[config.mk]
export PLATFORM = sky130hd
export DESIGN_NAME = vpv_fifo
export DESIGN_NICKNAME = d
export VERILOG_FILES = /design/src/design/vpv_pkg.sv /design/src/design/vpv_fifo.sv
export SDC_FILE = /design/constraint.sdc
export NUM_CORES = 1
export LEC_CHECK = 0
export ABC_CLOCK_PERIOD_IN_PS = 2200
export BUFFER_PORTS_ARGS = -buffer_cell sky130_fd_sc_hd__buf_2
export CAP_MARGIN = 20
export CORE_MARGIN = 2
export CORE_UTILIZATION = 55
export CTS_BUF_LIST = sky130_fd_sc_hd__clkbuf_8
export DETAILED_ROUTE_END_ITERATION = 12
export GPL_TIMING_DRIVEN = 0
export PLACE_DENSITY_LB_ADDON = 0.05
export SLEW_MARGIN = 5
export SYNTH_ARGS = -nofsm -noshare
export SYNTH_HDL_FRONTEND = slang
export SYNTH_SLANG_ARGS = --single-unit
[constraint.sdc]
create_clock -name clk_i -period 2.2 [get_ports clk_i]
set_input_delay 0.22 -clock clk_i [delete_from_list [all_inputs] [get_ports clk_i]]
set_output_delay 0.22 -clock clk_i [all_outputs]
set_load 0.005 [all_outputs]
[src/design/vpv_pkg.sv]
// Shared types and constants of the vertex projection block.
// Depends on nothing; every module of the block imports it.
package vpv_pkg;

  localparam int unsigned COORD_FRAC   = 16;
  localparam int unsigned MATRIX_FRAC  = 12;
  localparam int unsigned LANE_BITS    = 16;
  localparam int unsigned ROW_BITS     = 64;
  localparam int unsigned SIZE_BITS    = 16;
  localparam int unsigned ORIGIN_BITS  = 32;
  localparam int unsigned CFG_IDX_BITS = 4;
  localparam int unsigned QUEUE_DEPTH  = 4;
  // Scale factor width in the back end: size << COORD_FRAC.
  localparam int unsigned SCALE_BITS   = SIZE_BITS + COORD_FRAC;

  typedef enum logic [1:0] {
    ST_OK        = 2'd0,
    ST_NOT_READY = 2'd1,
    ST_W_ZERO    = 2'd2
  } status_e;

  typedef enum logic [CFG_IDX_BITS-1:0] {
    CFG_ROW0     = 4'd0,
    CFG_ROW1     = 4'd1,
    CFG_ROW2     = 4'd2,
    CFG_ROW3     = 4'd3,
    CFG_WIDTH    = 4'd4,
    CFG_HEIGHT   = 4'd5,
    CFG_ORIGIN   = 4'd6,
    CFG_READY    = 4'd7
  } cfg_idx_e;

  // Viewport setup seen by the back end.
  typedef struct packed {
    logic [SIZE_BITS-1:0]   width;
    logic [SIZE_BITS-1:0]   height;
    logic [ORIGIN_BITS-1:0] origin;
  } viewport_t;

endpackage

[src/design/vpv_fifo.sv]
// Short queue between front and back end.
// Depends on vpv_pkg only for the house import style.
module vpv_fifo #(
  parameter int unsigned W     = 8,
  parameter int unsigned DEPTH = 4
) (
  input  logic         clk_i,
  input  logic         rst_ni,
  input  logic         push_i,
  input  logic [W-1:0] wdata_i,
  input  logic         pop_i,
  output logic [W-1:0] rdata_o,
  output logic         full_o,
  output logic         empty_o
);
  import vpv_pkg::*;

  localparam int unsigned PTR_W = (DEPTH > 1) ? $clog2(DEPTH) : 1;
  localparam int unsigned CNT_W = $clog2(DEPTH + 1);

  logic [W-1:0]     mem_q [DEPTH];
  logic [PTR_W-1:0] wr_q, rd_q;
  logic [CNT_W-1:0] cnt_q;

  assign full_o  = (cnt_q == CNT_W'(DEPTH));
  assign empty_o = (cnt_q == '0);
  assign rdata_o = mem_q[rd_q];

  always_ff @(posedge clk_i) begin
    if (push_i) begin
      mem_q[wr_q] <= wdata_i;
    end
  end

  always_ff @(posedge clk_i or negedge rst_ni) begin
    if (!rst_ni) begin
      wr_q  <= '0;
      rd_q  <= '0;
      cnt_q <= '0;
    end else begin
      if (push_i) begin
        wr_q <= (wr_q == PTR_W'(DEPTH - 1)) ? '0 : wr_q + 1'b1;
      end
      if (pop_i) begin
        rd_q <= (rd_q == PTR_W'(DEPTH - 1)) ? '0 : rd_q + 1'b1;
      end
      cnt_q <= cnt_q + CNT_W'(push_i) - CNT_W'(pop_i);
    end
  end

  a_no_overflow: assert property (@(posedge clk_i) disable iff (!rst_ni)
    full_o |-> !push_i || pop_i)
    else $error("queue written while full");

  a_no_underflow: assert property (@(posedge clk_i) disable iff (!rst_ni)
    empty_o |-> !pop_i)
    else $error("queue read while empty");

  a_count_bound: assert property (@(posedge clk_i) disable iff (!rst_ni)
    cnt_q <= CNT_W'(DEPTH))
    else $error("queue count beyond depth");

endmodule

# Word level (Yosys, flattened, before mapping)
# Memories as Yosys holds them, arrays and structs flattened.
# Cells that the tools add are included.
[op_classes] n_mux=4 multipliers=0 n_shift=0 n_lt_le_gt_ge=0 div=0 addsub=4 n_bitwise=0 n_eq_ne=3 n_reduce_logical=1
[ops] op="adder 2 x 1 -> 2 bit (second input constant)" count=2
[ops] op="== test 2 bit (second input constant)" count=2
[ops] op="two-way mux 2 bit" count=2
[ops] op="adder 3 x 1 -> 3 bit" count=1
[ops] op="== test 3 bit (second input constant)" count=1
[ops] op="zero test 3 bit" count=1
[ops] op="subtractor 3 x 1 -> 3 bit" count=1
[ops] op="two-way mux 1 bit" count=2
[totals] ram_bits=32 reg_bits=7 rom_bits=0 memories=1 latch_bits=0 word_cells=16
[memory_table] name="mem_q" depth=4 word_bits=8 rd=1 rd_ports_with_merged_regs=0 wr=1 line_no="vpv_fifo.sv:21" source="logic [W-1:0] mem_q [DEPTH];"

# Depth between registers and ports, before layout
# Gate-level depths: netlist (run 1).
[depth] depth_word=2 ltp_mapped=7 mapped_depth_nobuf=7

# Worst setup path after synthesis (run 1)
# No wires, ideal clock.
[synth_path] path_kind="reg-to-reg" from="register cnt_q[0]" to="register cnt_q[2]" required_time_ns=2.077 path_slack_ns=0.627 t_arrival_ns=1.450 path_stages_with_launch=8 period_less_slack_ns=1.573 n_path_buf=0 setup_ns=0.123 cell_sequence="dfrtp_1 -> inv_1 -> ha_1 -> inv_1 -> ha_1 -> fa_1 -> xnor2_1 -> xnor2_1"
[synth_between] elab_chain_len=2
[synth_rtl] element="from (decl)" line_no="vpv_fifo.sv:23" source="logic [CNT_W-1:0] cnt_q;"
[synth_rtl] element="from (signal assigned)" line_no="vpv_fifo.sv:47" source="cnt_q <= cnt_q + CNT_W'(push_i) - CNT_W'(pop_i);"
[synth_rtl] element="adder 3 x 1 -> 3 bit" line_no="vpv_fifo.sv:47"
[synth_rtl] element="subtractor 3 x 1 -> 3 bit" line_no="vpv_fifo.sv:47"
# Every way passes these cells.
# A chain may end at the register's enable or synchronous reset.

# Final worst setup path (run 1)
[layout_path] from="register rd_q[0]" to="output port rdata_o[4]"
[layout_between] elab_chain_len=1
[layout_rtl] element="from (decl)" line_no="vpv_fifo.sv:22" source="logic [PTR_W-1:0] wr_q, rd_q;"
[layout_rtl] element="from (signal assigned)" line_no="vpv_fifo.sv:45" source="rd_q <= (rd_q == PTR_W'(DEPTH - 1)) ? '0 : rd_q + 1'b1;"
[layout_rtl] element="memory read (4 x 8 bit)"
[layout_rtl] element="to (decl)" line_no="vpv_fifo.sv:12" source="output logic [W-1:0] rdata_o,"
# Every way passes these cells.

==> results.py, run 1 <==
metrics = {
    "cts": {
        "cts_tree": "yes",
        "clockBufferDepth": 2,
        "clk_latency_ns": 0.28,
        "numCtsBuffers": 5,
        "htree_levels": 2,
        "clockRootBuffer": "clkbuf_8",
        "postCtsSetupBuffers": 0,
        "clock_sinks": 39,
        "clkTransAtPathRegs_ns": 0.07,
    },
    "outcome": {
        "outcome": "finished, final reports clean",
    },
    "routing": {
        "routed_wl_um": 2230,
        "post-route-drc-count": 0,
        "ant_nets": 0,
        "avgViaCountPerCell": 5.40,
        "wl_per_cell_um": 16.1,
        "drt-initial-drc-count": 6,
        "vias": 750,
        "dr.pass1.iters": 2,
    },
    "layout": {
        "diodes": 0,
        "fin_nets": 127,
        "nFillCells": 185,
        "syn2layout_area_growth_pct": 14.9,
        "seq_area_mm2": 0.00114,
        "multi_input_area_um2": 390,
        "drive_gt1_share_pct": 35.2,
    },
    "hold_path": {
        "hp-class": "input port to flop",
        "min_from": "wdata_i[4]",
    },
    "synthesis": {
        "ys_ff_latch": 39,
        "ys_seq_area_share_pct": 72.6,
        "synthesis.instances": 78,
        "yosysUniqueCellTypes": 17,
        "synth_area_leaders": "edfxtp_1 (61%), mux4_2 (12%), dfrtp_1 (11%), ha_1 (5.6%), and2_1 (1.6%)",
        "synthFlopType": "edfxtp_1",
        "synth.avg_cell_area_um2": 20.1,
        "synth_nets": 98,
        "netlist.area_leader.share_pct": 61.4,
        "yosysMostFrequentCell": "edfxtp_1",
        "ys_async_sr_fraction_pct": 17.9,
        "ys_top_cells_by_count": "edfxtp_1 (32), mux4_2 (8), dfrtp_1 (7), ha_1 (7), inv_1 (6)",
        "netlist_area_mm2": 0.00157,
        "yosys_warnings": 0,
        "synth_edf_count": 32,
        "synth_area_leader_cell": "edfxtp_1",
    },
    "timing": {
        "fin_worst_skew_ns": 0.00355,
        "finalCriticalPeriod_ns": 1.72,
        "min_period_over_period_pct": 78.3,
        "worst_pin_slew_ns": 0.426,
        "totalNegativeSetupSlack_ns": 0,
        "fmax_mhz": 580,
        "whs_ns": 0.155,
        "max_slew_margin_pct": 71.6,
        "slew_viol_final": 0,
        "hold_viol_final": 0,
        "rsz0062_at_grt": "false",
        "finalSetupViolCount": 0,
    },
    "grt": {
        "grt_pass1_vias": 794,
        "track_usage_pct": 16.4,
        "antenna_found_initial": 0,
        "grt_max_degree": 12,
        "grt_overflow": 0,
        "grt_pass1_wl_um": 3810,
    },
    "worst_setup_path": {
        "cpPeakStageDelay_ns": 0.52,
        "cp_data_arrival_time_ns": 1.50,
        "cp.buffers_inverters": 2,
        "setup.worst_path.end_class": "output port",
        "startpoint": "rd_q[0]",
        "crit_slowest_cell": "mux4_2",
        "cp_top_family": "multiplexers",
        "critPathLaunchType": "flop",
        "crit_path_cell_trace": "buf_6 -> mux4_2 -> buf_2",
        "worstPathMaxFanout": 10,
        "reg2reg_from": "cnt_q[0]",
        "crit_type": "flop to output port",
        "cp.required_ns": 1.98,
    },
    "die": {
        "fp.dieW_um": 57.3,
        "coreArea_mm2": 0.00273,
        "start_util_pct": 57.3,
        "ioPinCount": 22,
        "die_h_um": 57.3,
        "die_area_mm2": 0.00329,
        "row_count": 19,
    },
    "power_and_ir_drop": {
        "p_leak_nw": 0.701,
        "power_density_mw_per_mm2": 1200,
        "vdd_drop_max_mv": 0.983,
    },
    "place": {
        "port_buffers": 21,
        "place_congestion": 0.652,
        "place_hpwl_um": 1520,
    },
    "run": {
        "maxCapViolCount": 0,
    },
}
-- area by class of cell --
class / instances / area share [%]
timing repair buffer: 22 / 6.40
clock buffer: 5 / 3.82
multi-input combinational: 31 / 21.7
inverter: 6 / 1.25
buffer: 2 / 0.904
sequential: 39 / 63.1
tap: 31 / 2.16
clock inverter: 3 / 0.626
-- metal layers --
layer	wire length [µm]	GRT usage, %	vias up
met5	0	0	-
met4	59	8.97	0
met3	109	4.99	8
met2	1120	26.0	21
met1	946	20.2	366
li1	-	-	355
-- logic make-up (layout without fill, tap and decap cells) --
| family | Yosys count | in the layout | share of synthesized area [%] |
|---|---|---|---|
| xor+xnor | 2 | 2 | 1.12 |
| simple gates | 9 | 9 | 3.36 |
| compound gates | 2 | 2 | 0.640 |
| buf+inv | 8 | 38 | 2.48 |
| flops | 39 | 39 | 72.6 |
| mux | 10 | 10 | 12.9 |
| fa+ha+maj | 8 | 8 | 6.87 |
-- worst register-to-register path, cell delays in order, from the launching register on --
cell	delay, ns
dfrtp_1	0.35
inv_1	0.05
ha_1	0.26
inv_1	0.04
ha_1	0.19
fa_1	0.38
xnor2_1	0.17
xnor2_1	0.14
-- layout by cell type (no fill, tap or decap) --
master,count
edfxtp_1,32
buf_2,22
mux4_2,8
inv_1,7
ha_1,7
dfrtp_1,7
clkbuf_8,5
and2_1,4
xnor2_1,2
mux2_2,2
o21ai_0,2
clkinv_1,2
buf_6,1
nor3_1,1
and3_1,1
nor2_1,1
or3b_1,1
nand2_1,1
fa_1,1
dlygate4sd3_1,1
-- final timing paths --
kind / end / slack (ns) / cells after the start
worst max-delay path: rdata_o[4] / 0.48 / 3
worst min-delay path: mem_q[1][4] / 0.16 / 1
worst max register to register: cnt_q[2] / 0.54 / 7
worst min register to register: cnt_q[2] / 0.61 / 2
max in group asynchronous: wr_q[1] / 1.75 / 2
min in group asynchronous: cnt_q[2] / 0.29 / 2
-- where the power goes --
part           switching [W]  total, W  internal [W]
clock network       0.000222  0.000433      0.000211
registers          0.0000626   0.00104      0.000975
logic               0.000319  0.000683      0.000365
-- registers in the layout, summed over array words and instances (netlist names) --
signal and count:
rd_q 2, mem_q 32, wr_q 2, cnt_q 3
-- per-stage QoR --
step	setup WS [ns]	power (W)	instance area (µm²)	instances	utilization [%]
floorplan	0.627	0.00153	1570	78	-
global placement	0.574	0.00173	1710	130	62.5
detailed placement	0.550	0.00175	1710	130	62.5
CTS	0.467	0.00219	1800	139	65.8
global route	0.403	0.00231	1800	139	65.8
finish	0.477	0.00215	1800	139	65.8
-- repair_timing --
item / 4_1_cts / 5_1_grt
gates resized for setup: 0 / 0
hold buffers: 1 / 0
endpoints found under the hold margin: 7 / 0
(Power assumes the default switching activity.)
==> inputs of run 2 (changes only) <==
Settings changed: ABC_AREA set to 1, ABC_CLOCK_PERIOD_IN_PS 2200 to 1550, CORE_UTILIZATION 55 to 53.
Clock period 2.2 ns to 1.55 ns, I/O delays scaled along.
==> run 2 against run 1 <==
The flow now finishes with violations (negative setup slack). Core utilization is 2.4 points lower. Area after synthesis rose by 13%. Synthesized cell count rose by 120%. Clock skew decreased by 0.0015 ns. Clock power grew 43%. Routed wire length up 40%. Cell area up 16%. Total power is 59% higher. Worst hold slack worse by 0.074 ns. Critical path type is now flop to flop. Critical endpoint is now cnt_q[2]. Largest cell class unchanged. Highest routed layer unchanged.
==> results.py, run 2 <==
metrics = {
    "outcome": {
        "outcome": "finished, violations left",
        "violations": "negative setup slack",
    },
    "synthesis": {
        "synth_area_leader_cell": "edfxtp_1",
        "netlist_area_mm2": 0.00178,
        "netlist.area_leader.share_pct": 54.1,
        "synth_edf_count": 32,
        "ys_ff_latch": 39,
        "ys_top_cells_by_count": "nand2_1 (53), inv_1 (44), edfxtp_1 (32)",
        "synthesis.instances": 175,
        "ys_async_sr_fraction_pct": 17.9,
        "synth_nets": 195,
        "yosysUniqueCellTypes": 16,
        "synth_area_leaders": "edfxtp_1 (54%), nand2_1 (11%), dfrtp_1 (9.9%), inv_1 (9.3%), ha_1 (4.9%)",
        "yosysMostFrequentCell": "nand2_1",
        "yosys_warnings": 0,
        "synthFlopType": "edfxtp_1",
        "synth.avg_cell_area_um2": 10.1,
        "ys_seq_area_share_pct": 64.0,
    },
    "die": {
        "ioPinCount": 22,
        "start_util_pct": 54.1,
        "fp.dieW_um": 61.9,
        "coreArea_mm2": 0.00328,
        "die_h_um": 61.9,
        "die_area_mm2": 0.00383,
        "row_count": 21,
    },
    "worst_setup_path": {
        "startpoint": "cnt_q[0]",
        "cp.required_ns": 1.73,
        "cp.buffers_inverters": 2,
        "cp_data_arrival_time_ns": 1.79,
        "cpPeakStageDelay_ns": 0.39,
        "critPathLaunchType": "flop",
        "crit_path_cell_trace": "inv_1 -> ha_1 -> inv_1 -> ha_2 -> fa_2 -> nand2_2 -> nand2_2 -> nand2_1 -> nand2_1",
        "setup.worst_path.end_class": "flop",
        "worstPathMaxFanout": 2,
        "cp_top_family": "adder cells",
        "crit_slowest_cell": "fa_2",
        "reg2reg_from": "cnt_q[0]",
        "crit_type": "flop to flop",
    },
    "layout": {
        "drive_gt1_share_pct": 21.1,
        "top_regs": "mem_q (32), cnt_q (3)",
        "seq_area_mm2": 0.00114,
        "final_common_cell": "nand2_1",
        "diodes": 0,
        "layout_common_cells": "nand2_1 (50), inv_1 (45), edfxtp_1 (32)",
        "largest_reg_flops": 32,
        "fin_nets": 228,
        "multi_input_area_um2": 447,
        "regMostFlops": "mem_q",
        "fin_area_mm2": 0.00208,
        "syn2layout_area_growth_pct": 17.3,
        "nFillCells": 274,
    },
    "timing": {
        "setup_ws_ns": -0.0637,
        "hold_viol_final": 0,
        "min_period_over_period_pct": 104,
        "worst_pin_slew_ns": 0.424,
        "rsz0062_at_grt": "true",
        "finalSetupViolCount": 1,
        "totalNegativeSetupSlack_ns": -0.0637,
        "max_slew_margin_pct": 71.7,
        "fmax_mhz": 620,
        "finalCriticalPeriod_ns": 1.61,
        "slew_viol_final": 0,
        "fin_worst_skew_ns": 0.00202,
    },
    "routing": {
        "vias": 1143,
        "routed_wl_um": 3130,
        "post-route-drc-count": 0,
        "wl_per_cell_um": 12.3,
        "avgViaCountPerCell": 4.48,
        "dr.pass1.iters": 4,
        "ant_nets": 0,
        "drt-initial-drc-count": 36,
    },
    "cts": {
        "clkTransAtPathRegs_ns": 0.07,
        "cts_tree": "yes",
        "clockRootBuffer": "clkbuf_8",
        "clock_sinks": 39,
        "clk_latency_ns": 0.28,
        "numCtsBuffers": 5,
        "htree_levels": 2,
        "clockBufferDepth": 2,
    },
    "power_and_ir_drop": {
        "power_density_mw_per_mm2": 1650,
        "p_leak_nw": 1.05,
        "vdd_drop_max_mv": 1.15,
    },
    "run": {
        "maxCapViolCount": 0,
    },
    "hold_path": {
        "min_from": "wdata_i[3]",
        "hp-class": "input port to flop",
    },
    "grt": {
        "track_usage_pct": 17.8,
        "antenna_found_initial": 0,
        "grt_pass1_vias": 1003,
        "grt_overflow": 0,
        "grt_max_degree": 18,
        "grt_pass1_wl_um": 4500,
    },
    "place": {
        "postPlaceCellArea_mm2": 0.00194,
        "place_congestion": 0.750,
        "port_buffers": 21,
        "place_hpwl_um": 2110,
    },
}
run 2: area by class of cell:
class                      count  share of cell area [%]
tap                           46                    2.76
multi-input combinational     86                    21.5
inverter                      46                    8.65
sequential                    39                    54.6
timing repair buffer          27                    7.33
clock inverter                 3                   0.601
clock buffer                   5                    3.31
buffer                         3                    1.32
run 2: kinds of logic after synthesis:
family,Yosys count,share of synthesized area [%]
and+or+nand+nor,74,17.0
buffers and inverters,50,11.8
DFF,39,64.0
adders and majority gates,8,6.06
AOI/OAI and AO/OA,4,1.13
run 2: worst paths after layout:
kind	slack, ns	to	cells after the start
max	-0.06	cnt_q[2]	9
min	0.08	mem_q[0][3]	1
max reg2reg	-0.06	cnt_q[2]	9
min reg2reg	0.54	cnt_q[2]	2
max in group asynchronous	1.15	rd_q[1]	2
min in group asynchronous	0.24	cnt_q[1]	2
run 2: where the power goes:
part	internal (W)	leakage, nW	total, W	switching, W
Combinational	0.000548	0.622	0.00134	0.000793
Clock	0.000302	0.0505	0.000619	0.000317
Sequential	0.00138	0.378	0.00147	0.0000960
run 2: timing repair:
action / 4_1_cts / 5_1_grt
endpoints found under the setup margin: 9 / 9
setup buffers: 1 / 4
hold endpoints to repair: 7 / 0
cloned: 0 / 0
pin swaps: 0 / 5
hold buffers: 1 / 0
gates resized for setup: 0 / 9
run 2: worst reg2reg max path: cells and delay by family (launching register included):
| kind | cells | cell delay (ns) |
|---|---|---|
| buffers and inverters | 2 | 0.09 |
| adders and majority gates | 3 | 0.83 |
| and+or+nand+nor | 4 | 0.25 |
| DFF | 1 | 0.35 |
run 2: stage by stage:
step                utilization [%]  setup slack, ns  std cells  hold slack [ns]  power (W)
floorplan                         -           0.0403        175           -0.141    0.00228
global placement               59.1         -0.00223        242         -0.00574    0.00264
detailed placement             59.1          -0.0539        242          0.00144    0.00274
CTS                            61.8          -0.0256        251           0.0716    0.00334
global route                   63.4           -0.130        255           0.0724    0.00372
finish                         63.4          -0.0637        255           0.0807    0.00343
run 2: layer usage:
| metal | vias up | part of all wire (%) | global-route usage [%] |
|---|---|---|---|
| met1 | 522 | 43 | 21.0 |
| met5 | - | 0 | 0 |
| met2 | 16 | 53 | 29.8 |
| met4 | 0 | 0.80 | 10.0 |
| li1 | 601 | - | - |
| met3 | 4 | 3.3 | 4.35 |
==> inputs of run 3 (changes only) <==
Settings changed: GPL_TIMING_DRIVEN 0 to unset.
==> run 3 against run 2 <==
The flow now finishes without violations. Worst hold slack better by 0.0020 ns. Register-to-register slack better by 0.07 ns. Via count down 0.96%. Core utilization down 0.69 points. Sequential cell count unchanged. First-iteration DRC count down 58%. Critical path depth unchanged. Non-clock buffer count down 1. Sequential power up 3%. Clock-buffer cell count unchanged. Global-route usage down 0.23 points. Critical endpoint unchanged. Largest cell class unchanged. Combinational power down 8%.
==> results.py, run 3 (synthesis results as in run 2) <==
metrics = {
    "outcome": {
        "outcome": "finished, final reports clean",
    },
    "place": {
        "port_buffers": 21,
        "postPlaceCellArea_mm2": 0.00193,
        "place_congestion": 0.642,
        "place_ws_ns": -0.00459,
        "place_hpwl_um": 2010,
    },
    "layout": {
        "multi_input_area_um2": 444,
        "drive_gt1_share_pct": 20.8,
        "fin_nets": 227,
        "largest_reg_flops": 32,
        "top_regs": "mem_q (32), cnt_q (3)",
        "seq_area_mm2": 0.00114,
        "regMostFlops": "mem_q",
        "layout_common_cells": "nand2_1 (51), inv_1 (43), edfxtp_1 (32)",
        "fin_area_mm2": 0.00206,
        "syn2layout_area_growth_pct": 16.0,
        "final_common_cell": "nand2_1",
        "diodes": 0,
        "nFillCells": 275,
    },
    "timing": {
        "setup_ws_ns": 0.00604,
        "hold_viol_final": 0,
        "max_slew_margin_pct": 72.8,
        "fin_worst_skew_ns": 0.00697,
        "finalCriticalPeriod_ns": 1.54,
        "whs_ns": 0.0827,
        "slew_viol_final": 0,
        "totalNegativeSetupSlack_ns": 0,
        "finalSetupViolCount": 0,
        "worst_pin_slew_ns": 0.408,
        "min_period_over_period_pct": 99.6,
        "rsz0062_at_grt": "true",
        "fmax_mhz": 648,
    },
    "worst_setup_path": {
        "cp_data_arrival_time_ns": 1.72,
        "worstPathMaxFanout": 2,
        "critPathLaunchType": "flop",
        "setup.worst_path.end_class": "flop",
        "cp.required_ns": 1.73,
        "crit_type": "flop to flop",
    },
    "power_and_ir_drop": {
        "power_density_mw_per_mm2": 1630,
        "vdd_drop_max_mv": 1.02,
        "p_leak_nw": 1.03,
    },
    "die": {
        "ioPinCount": 22,
        "die_area_mm2": 0.00383,
        "start_util_pct": 54.1,
        "coreArea_mm2": 0.00328,
        "row_count": 21,
        "fp.dieW_um": 61.9,
        "die_h_um": 61.9,
    },
    "run": {
        "maxCapViolCount": 0,
    },
    "routing": {
        "ant_nets": 0,
        "routed_wl_um": 2910,
        "wl_per_cell_um": 11.5,
        "vias": 1132,
        "drt-initial-drc-count": 15,
        "avgViaCountPerCell": 4.47,
        "dr.pass1.iters": 4,
        "post-route-drc-count": 0,
    },
    "grt": {
        "grt_pass1_vias": 980,
        "antenna_found_initial": 0,
        "grt_pass1_wl_um": 4530,
        "grt_max_degree": 18,
        "grt_overflow": 0,
        "track_usage_pct": 17.6,
    },
    "cts": {
        "htree_levels": 2,
        "numCtsBuffers": 5,
        "clkTransAtPathRegs_ns": 0.08,
        "cts_tree": "yes",
        "clockRootBuffer": "clkbuf_8",
        "clockBufferDepth": 2,
        "clk_latency_ns": 0.29,
        "clock_sinks": 39,
    },
    "hold_path": {
        "hp-class": "input port to flop",
    },
}
## run 3: critical path: stages (launching register included)
cell and delay [ns]:
dfrtp_1 0.35, inv_1 0.04, ha_1 0.26, inv_1 0.04, ha_2 0.16, fa_2 0.36
nand2_2 0.08, nand2_1 0.05, nand2_1 0.05, nand2_1 0.04
## run 3: routing by layer
metal,part of all wire (%),up-vias,global-route usage (%)
met5,0,-,0
met4,1.3,0,6.38
met3,2.2,4,4.35
met2,51,14,29.5
met1,45,512,22.2
li1,-,602,-
## run 3: power by group
part | total, W | internal [W] | switching (W)
registers | 0.00151 | 0.00138 | 0.000126
logic | 0.00123 | 0.000516 | 0.000716
clock network | 0.000623 | 0.000299 | 0.000324
total | 0.00336 | 0.00219 | 0.00117
## run 3: cell type report
type	count	share of cell area, %
Clock buffer	5	3.34
Clock inverter	2	0.425
Inverter	46	8.51
Multi-Input combinational cell	86	21.6
Sequential cell	39	55.2
Tap cell	46	2.79
Timing Repair Buffer	29	8.14
## run 3: what timing repair did
item	CTS	global route
buffers inserted	0	4
pin swaps	2	3
resized for setup	2	4
hold buffers	1	0
hold endpoints to repair	7	0
setup endpoints to repair	9	8
## run 3: final timing paths
path	startpoint	end	slack, ns	cells past startpoint
min reg2reg	cnt_q[1]	cnt_q[2]	0.53	2
min in group asynchronous	rst_ni	cnt_q[1]	0.23	2
max reg2reg	cnt_q[0]	cnt_q[2]	0.006	9
max in group asynchronous	rst_ni	rd_q[0]	1.15	2
max	cnt_q[0]	cnt_q[2]	0.006	9
min	wdata_i[6]	mem_q[1][6]	0.08	1
## run 3: per-stage QoR
step	power [W]	utilization (%)	cells
floorplan	0.00228	-	175
global placement	0.00260	58.7	241
detailed placement	0.00267	58.7	241
CTS	0.00330	61.5	249
global route	0.00365	62.7	253
finish	0.00336	62.7	253
